===== src/sv/tcw_pkg.sv =====
package tcw_pkg;

    localparam int SEQ_W      = 32;
    localparam int WIN_W      = 7;
    localparam int DUP_W      = 4;
    localparam int OP_W       = 2;
    localparam int KIND_W     = 2;
    localparam int CFG_IDX_W  = 2;

    localparam int MAX_WINDOW = 64;

    localparam logic [WIN_W-1:0] RST_THRESHOLD = WIN_W'(8);
    localparam logic [SEQ_W-1:0] RST_SEQUENCE  = SEQ_W'(1);
    localparam logic [DUP_W-1:0] RST_DUP_THR   = DUP_W'(3);
    localparam logic [WIN_W-1:0] RST_WINDOW    = WIN_W'(1);
    localparam logic [DUP_W-1:0] RST_DUP_CNT   = DUP_W'(1);
    localparam logic [DUP_W-1:0] DUP_CNT_MAX   = DUP_W'(15);

    // request opcodes
    localparam logic [OP_W-1:0] OP_SEND   = 2'd0;
    localparam logic [OP_W-1:0] OP_ACK    = 2'd1;
    localparam logic [OP_W-1:0] OP_UPDATE = 2'd2;

    // response kinds
    localparam logic [KIND_W-1:0] KIND_SEGMENT = 2'd0;
    localparam logic [KIND_W-1:0] KIND_ACK     = 2'd1;
    localparam logic [KIND_W-1:0] KIND_UPDATE  = 2'd2;

    // configuration register indexes
    localparam logic [CFG_IDX_W-1:0] CFG_INIT_THRESHOLD = 2'd0;
    localparam logic [CFG_IDX_W-1:0] CFG_START_SEQUENCE = 2'd1;
    localparam logic [CFG_IDX_W-1:0] CFG_DUP_THRESHOLD  = 2'd2;

    typedef struct packed {
        logic gt;
        logic eq;
    } tcw_cmp_t;

endpackage


===== src/sv/tcw_if.sv =====
interface tcw_req_if;
    logic                        valid;
    logic                        ready;
    logic [tcw_pkg::OP_W-1:0]    op;
    logic [tcw_pkg::SEQ_W-1:0]   ack_number;

    modport source (output valid, output op, output ack_number, input ready);
    modport sink   (input valid, input op, input ack_number, output ready);
endinterface

interface tcw_rsp_if;
    logic                        valid;
    logic                        ready;
    logic [tcw_pkg::KIND_W-1:0]  kind;
    logic [tcw_pkg::SEQ_W-1:0]   segment_number;
    logic                        last;
    logic [tcw_pkg::WIN_W-1:0]   window;
    logic [tcw_pkg::WIN_W-1:0]   threshold;
    logic                        slow_start;
    logic                        triple_dup;

    modport source (output valid, output kind, output segment_number, output last,
                    output window, output threshold, output slow_start,
                    output triple_dup, input ready);
    modport sink   (input valid, input kind, input segment_number, input last,
                    input window, input threshold, input slow_start,
                    input triple_dup, output ready);
endinterface

interface tcw_cfg_if;
    logic                            valid;
    logic                            ready;
    logic [tcw_pkg::CFG_IDX_W-1:0]   index;
    logic [tcw_pkg::SEQ_W-1:0]       data;

    modport source (output valid, output index, output data, input ready);
    modport sink   (input valid, input index, input data, output ready);
endinterface


===== src/sv/tcw_addcmp.sv =====
module tcw_addcmp (
    input  logic [tcw_pkg::SEQ_W-1:0] a,
    input  logic [tcw_pkg::SEQ_W-1:0] b,
    output logic [tcw_pkg::SEQ_W-1:0] sum,
    output tcw_pkg::tcw_cmp_t         cmp
);

    // shared 32-bit adder and unsigned comparator
    assign sum    = a + b;
    assign cmp.gt = (a > b);
    assign cmp.eq = (a == b);

endmodule


===== src/sv/tcp_congestion_window_control_top.sv =====
// Ack and end-of-round requests: accepted in ST_IDLE, result registered from ST_ACK or
// ST_UPDATE once the output is free, next request taken after the return to ST_IDLE.
// Send rounds: segments follow acceptance one per cycle, window_size of them,
// through the shared 32-bit adder; the block takes no request until the last segment
// is registered. Output back-pressure stretches both.
// Reset (async, active low) restores all window state at once; no clear pass.
module tcp_congestion_window_control_top (
    input  logic           clk,
    input  logic           rst_n,
    tcw_req_if.sink        req,
    tcw_rsp_if.source      rsp,
    tcw_cfg_if.sink        cfg
);

    typedef enum logic [1:0] {
        ST_IDLE,
        ST_SEND,
        ST_ACK,
        ST_UPDATE
    } state_t;

    state_t                          state_reg, state_next;
    logic [tcw_pkg::SEQ_W-1:0]       acked_reg, acked_next;
    logic [tcw_pkg::SEQ_W-1:0]       ack_in_reg, ack_in_next;
    logic [tcw_pkg::WIN_W-1:0]       win_reg, win_next;
    logic [tcw_pkg::WIN_W-1:0]       lim_reg, lim_next;
    logic [tcw_pkg::DUP_W-1:0]       dup_reg, dup_next;
    logic [tcw_pkg::DUP_W-1:0]       dup_thr_reg, dup_thr_next;
    logic                            loss_reg, loss_next;
    logic [tcw_pkg::WIN_W-1:0]       cnt_reg, cnt_next;

    logic                            out_valid_reg, out_valid_next;
    logic [tcw_pkg::KIND_W-1:0]      out_kind_reg, out_kind_next;
    logic [tcw_pkg::SEQ_W-1:0]       out_seg_reg, out_seg_next;
    logic                            out_last_reg, out_last_next;
    logic [tcw_pkg::WIN_W-1:0]       out_win_reg, out_win_next;
    logic [tcw_pkg::WIN_W-1:0]       out_thr_reg, out_thr_next;
    logic                            out_ss_reg, out_ss_next;
    logic                            out_dup_reg, out_dup_next;

    logic [tcw_pkg::SEQ_W-1:0]       unit_a;
    logic [tcw_pkg::SEQ_W-1:0]       unit_b;
    logic [tcw_pkg::SEQ_W-1:0]       unit_sum;
    tcw_pkg::tcw_cmp_t               unit_cmp;

    logic                            out_free;
    logic                            seg_last;
    logic [tcw_pkg::DUP_W-1:0]       dup_inc;
    logic [tcw_pkg::WIN_W:0]         win_dbl;
    logic [tcw_pkg::WIN_W:0]         win_inc;

    function automatic logic [tcw_pkg::WIN_W-1:0] clamp_win(input logic [tcw_pkg::WIN_W:0] w);
        if (w > (tcw_pkg::WIN_W+1)'(tcw_pkg::MAX_WINDOW))
            return tcw_pkg::WIN_W'(tcw_pkg::MAX_WINDOW);
        else
            return w[tcw_pkg::WIN_W-1:0];
    endfunction

    tcw_addcmp u_addcmp (
        .a   (unit_a),
        .b   (unit_b),
        .sum (unit_sum),
        .cmp (unit_cmp)
    );

    // send rounds add the segment offset, acks compare against the acked number
    always_comb
    begin
        if (state_reg == ST_SEND)
        begin
            unit_a = acked_reg;
            unit_b = {{(tcw_pkg::SEQ_W-tcw_pkg::WIN_W){1'b0}}, cnt_reg};
        end
        else
        begin
            unit_a = ack_in_reg;
            unit_b = acked_reg;
        end
    end

    assign out_free  = !out_valid_reg || rsp.ready;
    assign seg_last  = (cnt_reg == tcw_pkg::WIN_W'(win_reg - 1'b1));
    assign dup_inc   = (dup_reg < tcw_pkg::DUP_CNT_MAX) ? dup_reg + 1'b1 : dup_reg;
    assign win_dbl   = {win_reg, 1'b0};
    assign win_inc   = {1'b0, win_reg} + 1'b1;

    assign req.ready = (state_reg == ST_IDLE);
    assign cfg.ready = (state_reg == ST_IDLE);

    assign rsp.valid          = out_valid_reg;
    assign rsp.kind           = out_kind_reg;
    assign rsp.segment_number = out_seg_reg;
    assign rsp.last           = out_last_reg;
    assign rsp.window         = out_win_reg;
    assign rsp.threshold      = out_thr_reg;
    assign rsp.slow_start     = out_ss_reg;
    assign rsp.triple_dup     = out_dup_reg;

    always_comb
    begin
        state_next     = state_reg;
        acked_next     = acked_reg;
        ack_in_next    = ack_in_reg;
        win_next       = win_reg;
        lim_next       = lim_reg;
        dup_next       = dup_reg;
        dup_thr_next   = dup_thr_reg;
        loss_next      = loss_reg;
        cnt_next       = cnt_reg;

        out_valid_next = out_valid_reg && !rsp.ready;
        out_kind_next  = out_kind_reg;
        out_seg_next   = out_seg_reg;
        out_last_next  = out_last_reg;
        out_win_next   = out_win_reg;
        out_thr_next   = out_thr_reg;
        out_ss_next    = out_ss_reg;
        out_dup_next   = out_dup_reg;

        // configuration lands only while idle
        if (cfg.valid && cfg.ready)
        begin
            unique case (cfg.index)
                tcw_pkg::CFG_INIT_THRESHOLD: lim_next     = cfg.data[tcw_pkg::WIN_W-1:0];
                tcw_pkg::CFG_START_SEQUENCE: acked_next   = cfg.data;
                tcw_pkg::CFG_DUP_THRESHOLD:  dup_thr_next = cfg.data[tcw_pkg::DUP_W-1:0];
                default: ;
            endcase
        end

        unique case (state_reg)
            ST_IDLE:
            begin
                if (req.valid)
                begin
                    ack_in_next = req.ack_number;
                    cnt_next    = '0;
                    unique case (req.op)
                        tcw_pkg::OP_SEND:   state_next = ST_SEND;
                        tcw_pkg::OP_ACK:    state_next = ST_ACK;
                        tcw_pkg::OP_UPDATE: state_next = ST_UPDATE;
                        default:            state_next = ST_IDLE;  // drop unknown op
                    endcase
                end
            end

            ST_SEND:
            begin
                if (out_free)
                begin
                    out_valid_next = 1'b1;
                    out_kind_next  = tcw_pkg::KIND_SEGMENT;
                    out_seg_next   = unit_sum;
                    out_last_next  = seg_last;
                    out_win_next   = win_reg;
                    out_thr_next   = lim_reg;
                    out_ss_next    = (lim_reg > win_reg);
                    out_dup_next   = loss_reg;
                    cnt_next       = cnt_reg + 1'b1;
                    if (seg_last)
                        state_next = ST_IDLE;
                end
            end

            ST_ACK:
            begin
                if (out_free)
                begin
                    if (unit_cmp.gt)
                    begin
                        acked_next = ack_in_reg;
                        dup_next   = tcw_pkg::RST_DUP_CNT;
                    end
                    else if (unit_cmp.eq)
                    begin
                        dup_next = dup_inc;
                        if (dup_inc == dup_thr_reg)
                            loss_next = 1'b1;
                    end
                    out_valid_next = 1'b1;
                    out_kind_next  = tcw_pkg::KIND_ACK;
                    out_seg_next   = '0;
                    out_last_next  = 1'b1;
                    out_win_next   = win_reg;
                    out_thr_next   = lim_reg;
                    out_ss_next    = (lim_reg > win_reg);
                    out_dup_next   = loss_next;
                    state_next     = ST_IDLE;
                end
            end

            ST_UPDATE:
            begin
                if (out_free)
                begin
                    priority if (loss_reg)
                    begin
                        lim_next = win_reg >> 1;
                        win_next = tcw_pkg::RST_WINDOW;
                    end
                    else if (win_dbl < {1'b0, lim_reg})
                        win_next = clamp_win(win_dbl);
                    else if (win_reg < lim_reg)
                        win_next = clamp_win({1'b0, lim_reg});
                    else
                        win_next = clamp_win(win_inc);
                    dup_next       = tcw_pkg::RST_DUP_CNT;
                    loss_next      = 1'b0;
                    out_valid_next = 1'b1;
                    out_kind_next  = tcw_pkg::KIND_UPDATE;
                    out_seg_next   = '0;
                    out_last_next  = 1'b1;
                    out_win_next   = win_next;
                    out_thr_next   = lim_next;
                    out_ss_next    = (lim_next > win_next);
                    out_dup_next   = loss_reg;
                    state_next     = ST_IDLE;
                end
            end

            default: state_next = ST_IDLE;
        endcase
    end

    always_ff @(posedge clk or negedge rst_n)
    begin
        if (!rst_n)
        begin
            state_reg     <= ST_IDLE;
            acked_reg     <= tcw_pkg::RST_SEQUENCE;
            ack_in_reg    <= '0;
            win_reg       <= tcw_pkg::RST_WINDOW;
            lim_reg       <= tcw_pkg::RST_THRESHOLD;
            dup_reg       <= tcw_pkg::RST_DUP_CNT;
            dup_thr_reg   <= tcw_pkg::RST_DUP_THR;
            loss_reg      <= 1'b0;
            cnt_reg       <= '0;
            out_valid_reg <= 1'b0;
            out_kind_reg  <= '0;
            out_seg_reg   <= '0;
            out_last_reg  <= 1'b0;
            out_win_reg   <= '0;
            out_thr_reg   <= '0;
            out_ss_reg    <= 1'b0;
            out_dup_reg   <= 1'b0;
        end
        else
        begin
            state_reg     <= state_next;
            acked_reg     <= acked_next;
            ack_in_reg    <= ack_in_next;
            win_reg       <= win_next;
            lim_reg       <= lim_next;
            dup_reg       <= dup_next;
            dup_thr_reg   <= dup_thr_next;
            loss_reg      <= loss_next;
            cnt_reg       <= cnt_next;
            out_valid_reg <= out_valid_next;
            out_kind_reg  <= out_kind_next;
            out_seg_reg   <= out_seg_next;
            out_last_reg  <= out_last_next;
            out_win_reg   <= out_win_next;
            out_thr_reg   <= out_thr_next;
            out_ss_reg    <= out_ss_next;
            out_dup_reg   <= out_dup_next;
        end
    end

endmodule


===== src/flat_wrapper.sv =====
// flat-port wrapper written by rule: the top's interface ports become plain ports
module tcp_congestion_window_control_top_flat 
  (clk, rst_n, req_valid, req_op, req_ack_number, req_ready, rsp_valid, rsp_kind, rsp_segment_number, rsp_last, rsp_window, rsp_threshold, rsp_slow_start, rsp_triple_dup, rsp_ready, cfg_valid, cfg_index, cfg_data, cfg_ready);
  tcw_req_if req_i ();
  tcw_rsp_if rsp_i ();
  tcw_cfg_if cfg_i ();
  input  logic clk;
  input  logic rst_n;
  input wire logic [$bits(req_i.valid)-1:0] req_valid;
  input wire logic [$bits(req_i.op)-1:0] req_op;
  input wire logic [$bits(req_i.ack_number)-1:0] req_ack_number;
  output wire logic [$bits(req_i.ready)-1:0] req_ready;
  output wire logic [$bits(rsp_i.valid)-1:0] rsp_valid;
  output wire logic [$bits(rsp_i.kind)-1:0] rsp_kind;
  output wire logic [$bits(rsp_i.segment_number)-1:0] rsp_segment_number;
  output wire logic [$bits(rsp_i.last)-1:0] rsp_last;
  output wire logic [$bits(rsp_i.window)-1:0] rsp_window;
  output wire logic [$bits(rsp_i.threshold)-1:0] rsp_threshold;
  output wire logic [$bits(rsp_i.slow_start)-1:0] rsp_slow_start;
  output wire logic [$bits(rsp_i.triple_dup)-1:0] rsp_triple_dup;
  input wire logic [$bits(rsp_i.ready)-1:0] rsp_ready;
  input wire logic [$bits(cfg_i.valid)-1:0] cfg_valid;
  input wire logic [$bits(cfg_i.index)-1:0] cfg_index;
  input wire logic [$bits(cfg_i.data)-1:0] cfg_data;
  output wire logic [$bits(cfg_i.ready)-1:0] cfg_ready;
  assign req_i.valid = req_valid;
  assign req_i.op = req_op;
  assign req_i.ack_number = req_ack_number;
  assign req_ready = req_i.ready;
  assign rsp_valid = rsp_i.valid;
  assign rsp_kind = rsp_i.kind;
  assign rsp_segment_number = rsp_i.segment_number;
  assign rsp_last = rsp_i.last;
  assign rsp_window = rsp_i.window;
  assign rsp_threshold = rsp_i.threshold;
  assign rsp_slow_start = rsp_i.slow_start;
  assign rsp_triple_dup = rsp_i.triple_dup;
  assign rsp_i.ready = rsp_ready;
  assign cfg_i.valid = cfg_valid;
  assign cfg_i.index = cfg_index;
  assign cfg_i.data = cfg_data;
  assign cfg_ready = cfg_i.ready;
  tcp_congestion_window_control_top u_core (.clk(clk), .rst_n(rst_n), .req(req_i), .rsp(rsp_i), .cfg(cfg_i));
endmodule

===== config.mk =====
export PLATFORM = sky130hd
export DESIGN_NAME = tcp_congestion_window_control_top_flat
export DESIGN_NICKNAME = d
export VERILOG_FILES = /design/src/sv/tcw_pkg.sv /design/src/sv/tcw_if.sv /design/src/sv/tcw_addcmp.sv /design/src/sv/tcp_congestion_window_control_top.sv /design/src/flat_wrapper.sv
export SDC_FILE = /design/constraint.sdc
export NUM_CORES = 1
export LEC_CHECK = 0
export BUFFER_PORTS_ARGS = -buffer_cell sky130_fd_sc_hd__buf_2
export CAP_MARGIN = 20
export CELL_PAD_IN_SITES_DETAIL_PLACEMENT = 2
export CELL_PAD_IN_SITES_GLOBAL_PLACEMENT = 2
export CORE_AREA = 2 2 170 172
export DETAILED_ROUTE_END_ITERATION = 10
export DIE_AREA = 0 0 172 174
export PLACE_DENSITY = 0.83
export SLEW_MARGIN = 20
export SYNTH_ARGS = -nofsm -noshare
export SYNTH_HDL_FRONTEND = slang
export SYNTH_SLANG_ARGS = --single-unit

===== constraint.sdc =====
create_clock -name clk -period 8.6 [get_ports clk]
set_clock_uncertainty 0.1 [all_clocks]
set_input_delay 0.86 -clock clk [delete_from_list [all_inputs] [get_ports clk]]
set_output_delay 0.86 -clock clk [all_outputs]
set_load 0.01 [all_outputs]

==> summary.md, run 1 <==
| Metric | Value |
|---|---|
| Status | completed |
| Area Overhead vs Synth | 12.5% |
| Final setup violation count | 0 |
| Rows | 62 |
| Sequential cell area fraction in the yosys report | 32.6% |
| #FFs+latches synth | 148 |
| Htree depth | 4 |
| CP Max Fanout | 45 |
| Dpl hpwl | 27.9 mm |
| DRC violation count after routing | 0 |
| Largest family of logic cells by synthesized area | multiplexers |
| Total iterations of the first detailed-routing run | 5 |
| Post-cts hold buffer count | 0 |
| Post-Syn Instances | 1193 |
| Initial antenna violation count | 0 |
| Tcrit/Tclk final | 60.5% |
| Syn Std Cell Area | 11400 sq um |
| Detailed-route wire length | 39.6 mm |
| Synth cell count leaders | dfrtp_1 (142), mux2_2 (116), ha_1 (93) |
| Slew of the pin with the lowest slew margin | 1.05 ns |
| Max-Cap Viols | 0 |
| CTS resizes | 0 |
| Synth warn | 0 |
| CP startpoint | u_core.state_reg[1] |
| Mux cell area share after synthesis | 17.0% |
| XOR/XNOR Fraction of Synth Area | 3.08% |
| Skew-Pair Late Insertion Delay | 0.45 ns |
| CTS sink cnt | 148 |
| Post-synth EDFFs | 0 |
| Clk root buf | clkbuf_16 |
| CP arrival | 5.43 ns |
| Area leader, netlist | dfrtp_1 |
| R2r worst-path depth | 11 |
| Synth unique cells | 87 |
| Fill count | 3076 |
| Reg-to-reg critical path endpoint | u_core.acked_reg[31] |
| Max Fclk | 0.192 GHz |
| Port Buffers | 126 |
| Reg2reg setup slack | 3.40 ns |
| All-Layer GR Usage | 27.5% |
| Total die area | 29900 sq um |
| CTS tree | built |
| Initial Util | 40.3% |
| Post-DR wirelength/cell | 23.6 um |
| Ys async rst share | 100% |
| Synth Flop Type | dfrtp_1 |
| Worst setup slack after layout | 3.40 ns |
| Largest net degree at the start of global routing | 84 |
| I/O pins | 127 |
| Overall die width | 172 um |
| Avg Cell Area, Syn | 9.55 sq um |
| # nets final | 1451 |
| CTS max path bufs | 2 |
| Vias in the first global route | 10950 |
| Postcts setup bufs | 0 |
| Critical Path End | u_core.acked_reg[31] |
| Tmin final | 5.20 ns |
| Slew headroom | 29.5% |
| CP Data Required Time | 8.82 ns |
| Worst min path class | primary input to async pin |
| Top-count cell post-synth | dfrtp_1 |
| Synth Area in Compound Gates | 15.4% |
| Top-area cell type share of the netlist area | 31.2% |
| Vias per cell | 5.81 |
| Clock slew at reported path FFs | 0.07 ns |
| Clock buffer count from CTS | 17 |
| First DRT Iteration DRCs | 499 |
| Final Hold Viols | 0 |
| Post-Synth Adder-Cell Area | 10.4% |
| Layout cell share with drive strength beyond 1 | 27.3% |
| Setup TNS | 0 ns |
| Final ANT Viol Nets | 0 |
| Total gr overflow | 0 |
| Critical Path Start Type | flip-flop |
| Setup crit end kind | flip-flop |
| Routability cong. | 0.851 |
| Simple-Gate Fraction of Synth Area | 15.9% |
| Area contributors post-synth | dfrtp_1 (31%), mux2_2 (11%), ha_1 (10%) |
| Kind of critical path | flip-flop to flip-flop |
| RSZ-0062 raised after global routing | no |
| Via count | 9761 |
| Worst flop-to-flop path startpoint | u_core.state_reg[1] |
| Core Area | 28200 sq um |
| Syn_nets | 1360 |
| Global-route wire length before repair | 63.4 mm |
| Die Height | 174 um |
| Slew Limit Fails | 0 |
| Dpl ws | 3.45 ns |
| Diodes inserted | 0 |
[per-layer routing]
layer	vias up	wire length, um	global-route usage (%)
li1	4438	-	-
met1	5048	17000	34.3
met2	203	20200	48.1
met3	72	1230	3.69
met4	0	1170	9.87
met5	-	0	0
[layout by cell type (no fill, tap or decap), drive strengths merged, types with 6 or more instances in the layout]
cell      n
mux2    146
dfrtp   142
buf     136
ha       93
nand2    88
nor2     77
inv      77
a21oi    71
o21ai    68
nand2b   39
nor3     27
nor2b    23
xnor2    21
nand3    20
xor2     19
clkbuf   19
mux2i    18
nand4    15
o211ai   13
a211oi   13
a21o     12
o31ai    12
nor4     12
or2      10
o21a      7
a31oi     7
clkinv    7
a22o      6
a221oi    6
dfstp     6
[kinds of logic after synthesis]
family                   after synthesis
multiplexers                         164
XOR/XNOR                              40
AO/OA/AOI/OAI                        265
AND/OR/NAND/NOR                      341
adder cells (fa/ha/maj)               94
flip-flops                           148
buffers and inverters                141
[worst max-delay path: stages, from the launching register on]
cell     delay (ns)
dfrtp_1        0.41
inv_1          0.14
ha_2           0.68
buf_4          0.57
mux2_2         0.42
ha_1           0.42
inv_2          0.09
nor4_1         0.59
nand4_4        0.23
a31oi_2        0.31
a21o_4         0.62
mux2_2         0.41
[metrics by stage]
stage	instances	hold WS [ns]	instance area (sq um)	util (%)
floorplan	1193	0.378	11400	-
global placement	1649	0.358	12200	43.3
detailed placement	1649	0.374	12200	43.3
CTS	1680	0.394	12800	45.4
global route	1680	0.419	12800	45.4
finish	1680	0.369	12800	45.4
[worst min path at each step]
stage	startpoint	end	slack, ns
floorplan	u_core.dup_reg[0]	u_core.dup_reg[0]	0.38
global placement	u_core.rsp.triple_dup	u_core.rsp.triple_dup	0.36
detailed placement	u_core.rsp.segment_number[1]	u_core.rsp.segment_number[1]	0.37
CTS	u_core.rsp.segment_number[20]	u_core.rsp.segment_number[20]	0.39
global route	u_core.rsp.threshold[2]	u_core.rsp.threshold[2]	0.42
finish	rst_n	u_core.lim_reg[5]	0.37
[final cells by class]
| cell class | count | area [sq um] | share of cell area, % |
|---|---|---|---|
| sequential | 148 | 3710 | 29.0 |
| multi-input combinational | 904 | 7040 | 55.0 |
| clock inverter | 12 | 133 | 1.04 |
| tap | 384 | 480 | 3.75 |
| clock buffer | 19 | 443 | 3.46 |
| timing repair buffer | 136 | 712 | 5.56 |
| inverter | 77 | 289 | 2.26 |
Power of run 1 is not shown: default switching activity piles up to over one toggle a cycle in this logic, so the estimate is an artifact.
==> run 2, diff against run 1 <==
- ABC_AREA: not set -> 1
- CORE_AREA: 2 2 170 172 -> 2 2 194 196
- DIE_AREA: 0 0 172 174 -> 0 0 196 198
- PLACE_DENSITY: 0.83 -> 0.74
- clock period: 8.6 -> 4.7 ns (I/O delays scaled with it)
==> summary.md, run 2 <==
| Metric | Value |
|---|---|
| Final Hold Viols | 0 (unchanged) |
| Area leader, netlist | dfrtp_1 |
| Post-DR wirelength/cell | 19.4 um (-18%) |
| Vias per cell | 5.01 (-14%) |
| Top-count cell post-synth | nand2_1 |
| # nets final | 1853 (+28%) |
| CTS max path bufs | 2 (unchanged) |
| Skew-Pair Late Insertion Delay | 0.46 ns (about the same) |
| Tmin final | 3.96 ns (-1.24 ns) |
| Mux cell area share after synthesis | 2.51% (-14 points) |
| DRC violation count after routing | 0 (unchanged) |
| Vias in the first global route | 11707 (+6.9%) |
| Worst min path class | primary input to flip-flop |
| Final Cell Area | 13000 sq um (+1.2%) |
| Post-synth EDFFs | 0 (unchanged) |
| Synth cell count leaders | nand2_1 (409), inv_1 (199), dfrtp_1 (142) |
| Via count | 10892 (+12%) |
| Ys async rst share | 100% (unchanged) |
| Final ANT Viol Nets | 0 (unchanged) |
| CP Data Required Time | 4.93 ns (-3.89 ns) |
| Slew headroom | 36.9% (+7.4 points) |
| Syn Std Cell Area | 11200 sq um (-1.5%) |
| Total iterations of the first detailed-routing run | 4 (-1) |
| Worst setup slack after layout | 0.742 ns (-2.66 ns) |
| Global-route wire length before repair | 67.1 mm (+5.9%) |
| Clock slew at reported path FFs | 0.06 ns (about the same) |
| Critical Path Max Stage Delay | 0.60 ns (-0.08 ns) |
| Initial Util | 30.4% (-10 points) |
| CP arrival | 4.19 ns (-1.24 ns) |
| Post-Synth Adder-Cell Area | 10.5% (+0.16 points) |
| Diodes inserted | 0 (unchanged) |
| Critical Path Start Type | flip-flop |
| Leading cell types in the layout, fill and taps excluded | nand2_1 (408), inv_1 (198), dfrtp_1 (142) |
| First DRT Iteration DRCs | 469 (-6.0%) |
| RSZ-0062 raised after global routing | no |
| Detailed-route wire length | 42.2 mm (+6.6%) |
| Overall die width | 196 um (+14%) |
| Area contributors post-synth | dfrtp_1 (32%), nand2_1 (14%), ha_1 (10%) |
| Clk root buf | clkbuf_16 |
| Kind of critical path | flip-flop to flip-flop |
| Syn_nets | 1745 (+28%) |
| CTS resizes | 0 (unchanged) |
| Fin util | 35.1% (-10 points) |
| Max Fclk | 0.253 GHz (+31%) |
| Avg Cell Area, Syn | 7.11 sq um (-26%) |
| Port Buffers | 126 (unchanged) |
| Dpl ws | 0.728 ns (-2.72 ns) |
| Setup TNS | 0 ns (unchanged) |
| Commonest non-fill, non-tap cell in the layout | nand2_1 |
| Max-Cap Viols | 0 (unchanged) |
| Rows | 71 (+15%) |
| Top-area cell type share of the netlist area | 31.7% (+0.47 points) |
| Cell Area, Placed | 12300 sq um (+0.71%) |
| Postcts setup bufs | 0 (unchanged) |
| Total gr overflow | 0 (unchanged) |
| All-Layer GR Usage | 22.4% (-5.1 points) |
| XOR/XNOR Fraction of Synth Area | 1.53% (-1.5 points) |
| Clock buffer count from CTS | 17 (unchanged) |
| Area Overhead vs Synth | 15.5% |
| Htree depth | 4 (unchanged) |
| Routability cong. | 0.872 (+2.5%) |
| Tcrit/Tclk final | 84.2% (+24 points) |
| Status | completed |
| Core Area | 37000 sq um (+31%) |
| Dpl hpwl | 33.5 mm (+20%) |
| Fill count | 4427 (+44%) |
| Slowest CP cell | clkinv_1 |
| Slew Limit Fails | 0 (unchanged) |
| Worst path most repeated cell | nand2_1 |
| Layout cell share with drive strength beyond 1 | 17.4% (-10 points) |
| CTS sink cnt | 148 (unchanged) |
| Total die area | 38800 sq um (+30%) |
| CP Max Fanout | 34 (-24%) |
| CTS tree | built |
| Slew of the pin with the lowest slew margin | 0.947 ns (-0.107 ns) |
| Post-Syn Instances | 1578 (+32%) |
| Synth Area in Compound Gates | 17.1% (+1.6 points) |
| Synth unique cells | 46 (-47%) |
| #FFs+latches synth | 148 (unchanged) |
| I/O pins | 127 (unchanged) |
| Crit-path cells | inv_1 > ha_2 > clkinv_1 > buf_4 > nand2_1 > ha_1 > nand2_1 > nor3_2 > nand2_1 > inv_1 > nand2_1 > nand2_1 > nand2_1 > nand2_2 > nand3_4 > buf_12 > nand2_2 > o21ai_2 |
| Largest net degree at the start of global routing | 86 (+2.4%) |
| Die Height | 198 um (+14%) |
| Largest family of logic cells by synthesized area | simple AND/OR/NAND/NOR gates |
| Simple-Gate Fraction of Synth Area | 25.8% (+9.9 points) |
| Synth Flop Type | dfrtp_1 |
| Sequential cell area fraction in the yosys report | 33.1% (+0.49 points) |
| Final setup violation count | 0 (unchanged) |
| Synth warn | 0 (unchanged) |
| Initial antenna violation count | 0 (unchanged) |
| Setup crit end kind | flip-flop |
[run 2: routing by layer]
metal | global-route usage [%] | vias to the layer above | wire length, um
li1 | - | 5311 | -
met1 | 32.1 | 5416 | 21600
met2 | 36.1 | 130 | 19200
met3 | 2.28 | 35 | 812
met4 | 5.25 | 0 | 616
met5 | 0 | - | 0
[run 2: final cells by class]
type / count / area (sq um) / area share (%)
sequential: 148 / 3710 / 28.6
clock buffer: 17 / 425 / 3.28
inverter: 215 / 807 / 6.23
timing repair buffer: 139 / 774 / 5.97
multi-input combinational: 1165 / 6450 / 49.7
clock inverter: 15 / 204 / 1.57
tap: 474 / 593 / 4.58
[run 2: per-stage QoR]
stage,instances,hold WS [ns]
after floorplan,1578,0.0744
after global placement,2140,0.359
after detailed placement,2140,0.364
after CTS,2173,0.152
after global routing,2173,0.163
final,2173,0.172
[run 2: path summary, 6_finish.rpt]
path / start / slack, ns / to / cells past startpoint
worst max-delay path: u_core.state_reg[1] / 0.74 / u_core.acked_reg[30] / 18
worst min-delay path: req_ack_number[20] / 0.17 / u_core.ack_in_reg[20] / 3
worst max register to register: u_core.state_reg[1] / 0.74 / u_core.acked_reg[30] / 18
worst min register to register: u_core.rsp.segment_number[14] / 0.38 / u_core.rsp.segment_number[14] / 2
max in group asynchronous: rst_n / 3.04 / u_core.win_reg[0] / 3
min in group asynchronous: rst_n / 0.52 / u_core.rsp.segment_number[30] / 2
[run 2: cells by family after synthesis]
| logic type | count (synthesis) |
|---|---|
| AND/OR/NAND/NOR | 686 |
| flip-flops | 148 |
| buffers and inverters | 265 |
| adder cells (fa/ha/maj) | 94 |
| multiplexers | 25 |
| XOR/XNOR | 18 |
| AO/OA/AOI/OAI | 342 |
[run 2: critical path: cells and delay by family (launching register included)]
family,cells,cell delay (ns)
adders and majority gates,2,0.42
AOI/OAI and AO/OA,1,0.05
and+or+nand+nor,10,1.21
buffers and inverters,5,1.57
DFF,1,0.41
[run 2: what timing repair did]
action                                  4_1_cts  5_1_grt
hold buffers                                  1        0
endpoints found under the setup margin        0        0
hold endpoints to repair                     63        0
Power of run 2 is left out for the same reason.
==> run 3, diff against run 2 <==
- clock period: 4.7 -> 3.64 ns (I/O delays scaled with it)
==> summary.md, run 3 (synthesized netlist as in run 2, its figures left out) <==
| Metric | Value |
|---|---|
| Clk root buf | clkbuf_16 |
| Via count | 11017 (+1.1%) |
| Post-DR wirelength/cell | 19.6 um (+1.1%) |
| Status | completed |
| Max-Cap Viols | 0 (unchanged) |
| CTS max path bufs | 2 (unchanged) |
| CTS sink cnt | 148 (unchanged) |
| CP Max Fanout | 25 (-26%) |
| Max Used Layer | met5 |
| CP Data Required Time | 3.88 ns (-1.05 ns) |
| Overall die width | 196 um (unchanged) |
| Clock slew at reported path FFs | 0.07 ns (about the same) |
| Metal3 WL | 1.02 mm (+25%) |
| Worst min path class | primary input to flip-flop |
| Met1 Wirelength | 21.5 mm (-0.12%) |
| Port Buffers | 126 (unchanged) |
| Area Overhead vs Synth | 17.1% |
| Tmin final | 3.39 ns (-0.567 ns) |
| Vias per cell | 5.03 (+0.32%) |
| Dpl hpwl | 34.0 mm (+1.7%) |
| # nets final | 1871 (+0.97%) |
| Setup TNS | 0 ns (unchanged) |
| Rows | 71 (unchanged) |
| Core Area | 37000 sq um (unchanged) |
| Slew headroom | 39.8% (+2.9 points) |
| Layout cell share with drive strength beyond 1 | 18.3% (+0.92 points) |
| All-Layer GR Usage | 22.6% (+0.25 points) |
| First DRT Iteration DRCs | 446 (-4.9%) |
| Slew Limit Fails | 0 (unchanged) |
| Met2 WL | 20.0 mm (+4.2%) |
| Clock buffer count from CTS | 17 (unchanged) |
| Multi-input logic area | 6470 sq um (+0.31%) |
| Leading cell types in the layout, fill and taps excluded | nand2_1 (407), inv_1 (199), dfrtp_1 (142) |
| Total gr overflow | 0 (unchanged) |
| Kind of critical path | flip-flop to flip-flop |
| Fill count | 4415 (-0.27%) |
| Vias in the first global route | 11906 (+1.7%) |
| RSZ-0062 raised after global routing | no |
| Total die area | 38800 sq um (unchanged) |
| Skew-Pair Late Insertion Delay | 0.45 ns (about the same) |
| Detailed-route wire length | 43.0 mm (+2.0%) |
| Tcrit/Tclk final | 93.2% (+9.0 points) |
| CTS tree | built |
| DRC violation count after routing | 0 (unchanged) |
| Initial antenna violation count | 1 (+1) |
| Max Fclk | 0.295 GHz (+17%) |
| Global-route wire length before repair | 67.6 mm (+0.63%) |
| Slew of the pin with the lowest slew margin | 0.903 ns (-0.0436 ns) |
| CP arrival | 3.63 ns (-0.56 ns) |
| Setup crit end kind | flip-flop |
| Final ANT Viol Nets | 0 (unchanged) |
| Register area | 3710 sq um (unchanged) |
| Routability cong. | 0.892 (+2.3%) |
| Die Height | 198 um (unchanged) |
| I/O pins | 127 (unchanged) |
| Total iterations of the first detailed-routing run | 5 (+1) |
| Largest net degree at the start of global routing | 74 (-14%) |
| Diodes inserted | 0 (unchanged) |
| Final Hold Viols | 0 (unchanged) |
| Critical Path Start Type | flip-flop |
| Commonest non-fill, non-tap cell in the layout | nand2_1 |
| Final setup violation count | 0 (unchanged) |
| Initial Util | 30.4% (unchanged) |
| Htree depth | 4 (unchanged) |
-- run 3: cell types whose count changed in the layout (fill, tap and decap cells not counted), moves of 2 or more --
cell        previous run  this run
clkinvlp_4             0         3
buf_4                  9        22
bufinv_16              4         2
inv_6                  2         4
o21ai_0              123       121
clkinv_4               4         2
buf_12                 3         7
-- run 3: path summary, 6_finish.rpt --
kind / startpoint / endpoint / slack, ns / cells after the start
max in group asynchronous: rst_n / u_core.acked_reg[0] / 2.21 / 3
min in group asynchronous: rst_n / u_core.rsp.segment_number[28] / 0.44 / 2
min: req_ack_number[20] / u_core.ack_in_reg[20] / 0.07 / 3
max: u_core.state_reg[1] / u_core.rsp.segment_number[29] / 0.25 / 15
min reg2reg: u_core.rsp.segment_number[14] / u_core.rsp.segment_number[14] / 0.38 / 2
max reg2reg: u_core.state_reg[1] / u_core.rsp.segment_number[29] / 0.25 / 15
-- run 3: what timing repair did --
action / CTS / global route
setup buffers: 0 / 0
resized for setup: 0 / 6
hold buffers: 1 / 0
endpoints found under the setup margin: 0 / 24
hold endpoints to repair: 69 / 0
-- run 3: cell type report --
cell class	instances	area share, %
clock inverter	14	1.14
sequential	148	28.3
tap	474	4.52
inverter	215	6.14
timing repair buffer	157	7.44
multi-input combinational	1165	49.2
clock buffer	18	3.27
-- run 3: stage by stage --
stage                     worst slack, ns  area (sq um)  utilization, %  std cells  hold slack, ns
after floorplan                     0.426         11200               -       1578         -0.0316
after global placement              0.301         12500            33.8       2157           0.358
after detailed placement            0.160         12500            33.8       2157           0.366
after CTS                           0.149         13100            35.4       2190          0.0462
after global routing               0.0209         13100            35.5       2191          0.0751
final                               0.249         13100            35.5       2191          0.0660
-- run 3: routing by layer --
metal / track usage [%] / vias up
li1: - / 5354
met1: 31.7 / 5493
met2: 37.4 / 142
met3: 2.62 / 26
met4: 4.99 / 2
met5: 0 / -
-- run 3: critical path, cell delays in order (launching register included) --
cell and delay (ns):
dfrtp_1 0.42, inv_1 0.12, ha_4 0.23, clkinv_1 0.23, buf_12 0.23, nand2_1 0.13, ha_1 0.26, inv_1 0.12
buf_4 0.16, nand2_1 0.09, nor2_1 0.21, nand2_1 0.11, nor4_1 0.34, nand2_1 0.20, a21oi_1 0.22, o21ai_1 0.09
Power of run 3 is left out for the same reason.
